--- config.mk ---
export PLATFORM = sky130hd
export DESIGN_NAME = bsm_alu
export DESIGN_NICKNAME = d
export VERILOG_FILES = /design/src/bsm_pkg.sv /design/src/bsm_alu.sv
export SDC_FILE = /design/constraint.sdc
export NUM_CORES = 1
export LEC_CHECK = 0
export BUFFER_PORTS_ARGS = -buffer_cell sky130_fd_sc_hd__buf_2
export CAP_MARGIN = 0
export CORE_MARGIN = 2
export CORE_UTILIZATION = 35
export DETAILED_ROUTE_END_ITERATION = 6
export PLACE_DENSITY = 0.6
export SETUP_SLACK_MARGIN = 0.5
export SLEW_MARGIN = 0
export SYNTH_ARGS = -nofsm -noshare
export SYNTH_HDL_FRONTEND = slang
export SYNTH_SLANG_ARGS = --single-unit
--- constraint.sdc ---
create_clock -name vclk -period 4.9
set_input_delay 0.98 -clock vclk [all_inputs]
set_output_delay 0.98 -clock vclk [all_outputs]
set_load 0.005 [all_outputs]
--- src/bsm_pkg.sv ---
// bsm_pkg: shared types and codes of the bytecode stack machine
`timescale 1ns / 1ps

package bsm_pkg;

  localparam int WORD_W = 32;

  // opcodes
  localparam logic [7:0] OP_ADD      = 8'h01;
  localparam logic [7:0] OP_SUB      = 8'h02;
  localparam logic [7:0] OP_TOSS     = 8'h08;
  localparam logic [7:0] OP_DUP      = 8'h09;
  localparam logic [7:0] OP_PUSHVAR  = 8'h0C;
  localparam logic [7:0] OP_PUSHBYTE = 8'h0D;
  localparam logic [7:0] OP_PUSHWORD = 8'h0E;
  localparam logic [7:0] OP_PUSH32   = 8'h0F;
  localparam logic [7:0] OP_LIT0     = 8'h10;
  localparam logic [7:0] OP_LIT1     = 8'h11;
  localparam logic [7:0] OP_LIT2     = 8'h12;
  localparam logic [7:0] OP_PRINT    = 8'h81;
  localparam logic [7:0] OP_FACE     = 8'h82;
  localparam logic [7:0] OP_ASK      = 8'h83;
  localparam logic [7:0] OP_PORTRAIT = 8'h84;
  localparam logic [7:0] OP_PARTY    = 8'h85;
  localparam logic [7:0] OP_END      = 8'hFF;

  typedef enum logic [1:0] {
    ACT_EXEC    = 2'd0,
    ACT_WRITE   = 2'd1,
    ACT_RESTART = 2'd2,
    ACT_NONE    = 2'd3
  } action_t;

  typedef enum logic [2:0] {
    STAT_OK      = 3'd0,
    STAT_UNDER   = 3'd1,
    STAT_OVER    = 3'd2,
    STAT_ZERO    = 3'd3,
    STAT_IGNORED = 3'd4
  } status_t;

  typedef enum logic [2:0] {
    S_IDLE,
    S_EXEC,
    S_VAR_RD,
    S_RELOAD,
    S_SUM,
    S_RESP
  } state_t;

  typedef struct packed {
    logic              sub;
    logic [WORD_W-1:0] a;
    logic [WORD_W-1:0] b;
  } alu_req_t;

endpackage

--- src/bsm_alu.sv ---
// bsm_alu: shared 32-bit add/subtract unit of the stack machine
`timescale 1ns / 1ps

module bsm_alu import bsm_pkg::*; (
  input  alu_req_t          req,
  output logic [WORD_W-1:0] y
);

  assign y = req.sub ? (req.a - req.b) : (req.a + req.b);

endmodule

==> results.yml <==
layout:
  postLayoutCoreUtil_pct: 71.8
  layout_commonest_cell: "buf_4"
  mostFrequentLayoutCells: "buf_4 (118), buf_2 (95), nor2_1 (32), xnor2_1 (32), a21oi_1 (28)"
  syn_to_final_growth_pct: 95.5
  drive_above_1_share_pct: 57.9
  final_cell_count_no_fill: 652
  num_antenna_cells: 0
  n_clock_buffer: 0
  nets: 675
  nFillCells: 484
  design.seq.count: 0
  ff_latch_area_sq_um: 0
sta:
  tightest_slew_ps: 478
  hold_viol_final: 0
  period_needed_ps: 5510
  post-route-period-util_pct: 112
  finalSetupViolCount: 17
  setup_slack_ps: -610
  hold_slack_ps: 2350
  grt_setup_unrepaired: "yes"
  relSlewSlack_pct: 67.9
  maxSlewViolCount: 0
  tns_ps: -8420
  clock.fmax_mhz: 181
floorplan:
  io_pins: 97
  die_w_um: 86.1
  dieArea_sq_um: 7410
  core_sq_um: 6420
  die_h_um: 86.1
  initial_utilization_pct: 36.7
  fp-row-count: 29
critical_path:
  setup.worst_path.class: "primary input to primary output"
  start_kind: "primary input"
  cp.required_ps: 3920
  end_kind: "primary output"
  critPathMaxFanout: 4
  cp-startpoint: "req[5]"
  cp_data_arrival_time_ps: 4530
synth:
  yosysUniqueCellTypes: 51
  syn_area_per_cell_sq_um: 6.77
  ys_seq_area_share_pct: 0
  synth_top_cell_by_area: "ha_1"
  syn-num-nets: 446
  yosys.area.top_type_share_pct: 17.0
  syn_area_sq_um: 2360
  synth_area_leaders: "ha_1 (17%), xnor2_1 (16%), a21oi_1 (9.6%)"
  ys_warn_count: 0
  synthCells: 348
drt:
  firstDrtPassIters: 4
  drtAntennaViolNets: 0
  drt-wirelength-per-cell_um: 15.3
  drc: 0
  drt_iter0_drc: 105
  dr_total_vias: 3517
  via_per_inst: 5.39
  routed_wl_um: 9990
pwr:
  p_clk_share_pct: 0
  p_leak_nw: 2.17
  ir_drop_uv: 115
  combPwrFrac_pct: 100.0
  swShare_pct: 46.8
  internal_power_w: 0.000481
  p_switching_w: 0.000423
  p_per_area_nw_per_um2: 196
  pwr-share-seq_pct: 0
place:
  gp_congestion: 0.909
  port_buffers: 97
  place_hpwl_um: 7020
  placedCellCount: 611
global_routing:
  antenna_found_initial: 0
  grt-ovfl-total: 0
  grt_usage_pct: 23.6
  grt_pass1_vias: 3370
  grt_pass1_wl_um: 14700
  grt_max_degree: 21
worst_hold_path:
  min_path_cells: 3
  hold_path_class: "primary input to primary output"
  worstHoldStart: "req[33]"
  holdPathEnd: "y[1]"
clock_tree:
  hold_buffers: 0
status:
  failed_checks: "setup timing"
  status: "complete, but fails checks"
job:
  maxCapViolCount: 0
-- routing by layer --
metal	share of wire, %	vias up	routed length, um	track usage [%]
li1	-	1730	-	-
met1	43	1652	4290	29.8
met2	50	114	5020	43.3
met3	4.9	21	492	2.41
met4	1.8	0	184	4.33
met5	0	-	0	0
-- cell usage after synthesis, types with 2 or more instances --
| library cell | number |
|---|---|
| a211oi_1 | 2 |
| a21o_1 | 7 |
| a21oi_1 | 45 |
| a311oi_1 | 2 |
| a31oi_1 | 7 |
| and3_1 | 5 |
| clkbuf_1 | 8 |
| ha_1 | 32 |
| inv_1 | 15 |
| nand2_1 | 24 |
| nand3_1 | 9 |
| nand4_1 | 5 |
| nor2_1 | 38 |
| nor2b_1 | 5 |
| nor3_1 | 17 |
| nor4_1 | 4 |
| nor4b_1 | 2 |
| o211ai_1 | 3 |
| o21a_1 | 5 |
| o21ai_0 | 17 |
| o21bai_1 | 6 |
| o2bb2ai_1 | 2 |
| or3_1 | 4 |
| or4_1 | 2 |
| xnor2_1 | 42 |
| xor2_1 | 15 |
-- metrics by stage --
stage / area (sq um) / power, W / setup slack (ps)
CTS: 4220 / 0.000786 / -441
finish: 4610 / 0.000905 / -610
detailed placement: 3720 / 0.000674 / -623
global placement: 3720 / 0.000666 / -511
global route: 4610 / 0.000967 / -727
floorplan: 2450 / 0.000361 / -182
-- power groups by stage --
stage / sequential (W) / combinational (W) / clock [W]
final: 0 / 0.000905 / 0
after global routing: 0 / 0.000967 / 0
after CTS: 0 / 0.000786 / 0
after detailed placement: 0 / 0.000674 / 0
after global placement: 0 / 0.000666 / 0
after floorplan: 0 / 0.000361 / 0
-- layout make-up --
type / count / area [sq um] / share of cell area (%)
Multi-Input combinational cell: 322 / 2810 / 61.0
Tap cell: 77 / 96.3 / 2.09
Timing Repair Buffer: 238 / 1640 / 35.6
Inverter: 15 / 56.3 / 1.22
-- how the worst max path moves through the flow --
stage / end
final: y[29]
after detailed placement: y[30]
after CTS: y[31]
after floorplan: y[25]
after global placement: y[30]
after global routing: y[28]
-- worst max-delay path, cell delays in order --
cell	delay [ps]
buf_6	90
or4_4	530
or3_4	380
nor2_4	100
nand2_2	80
nor3_4	190
a21oi_2	90
xnor2_1	200
ha_2	340
buf_6	140
a21oi_4	140
o21ai_2	90
a21oi_2	190
o21ai_4	130
a311oi_4	320
o211ai_1	170
xnor2_1	200
buf_2	150
-- logic make-up (layout without fill, tap and decap cells) --
logic type,Yosys count,in the layout,synth area share (%)
mux,2,2,0.902
fa+ha+maj,33,33,17.8
simple gates,124,124,27.2
compound gates,105,105,28.0
xor+xnor,58,58,21.9
buf+inv,26,253,4.25
-- what timing repair did --
action                     in CTS  in global routing
setup endpoints to repair      23                 25
gates resized for setup        70                 56
setup buffers                  27                 14
hold endpoints to repair        0                  0
gates cloned                    0                  0
pin swaps                      38                 37
No activity file was read; power rests on OpenSTA's default activity.
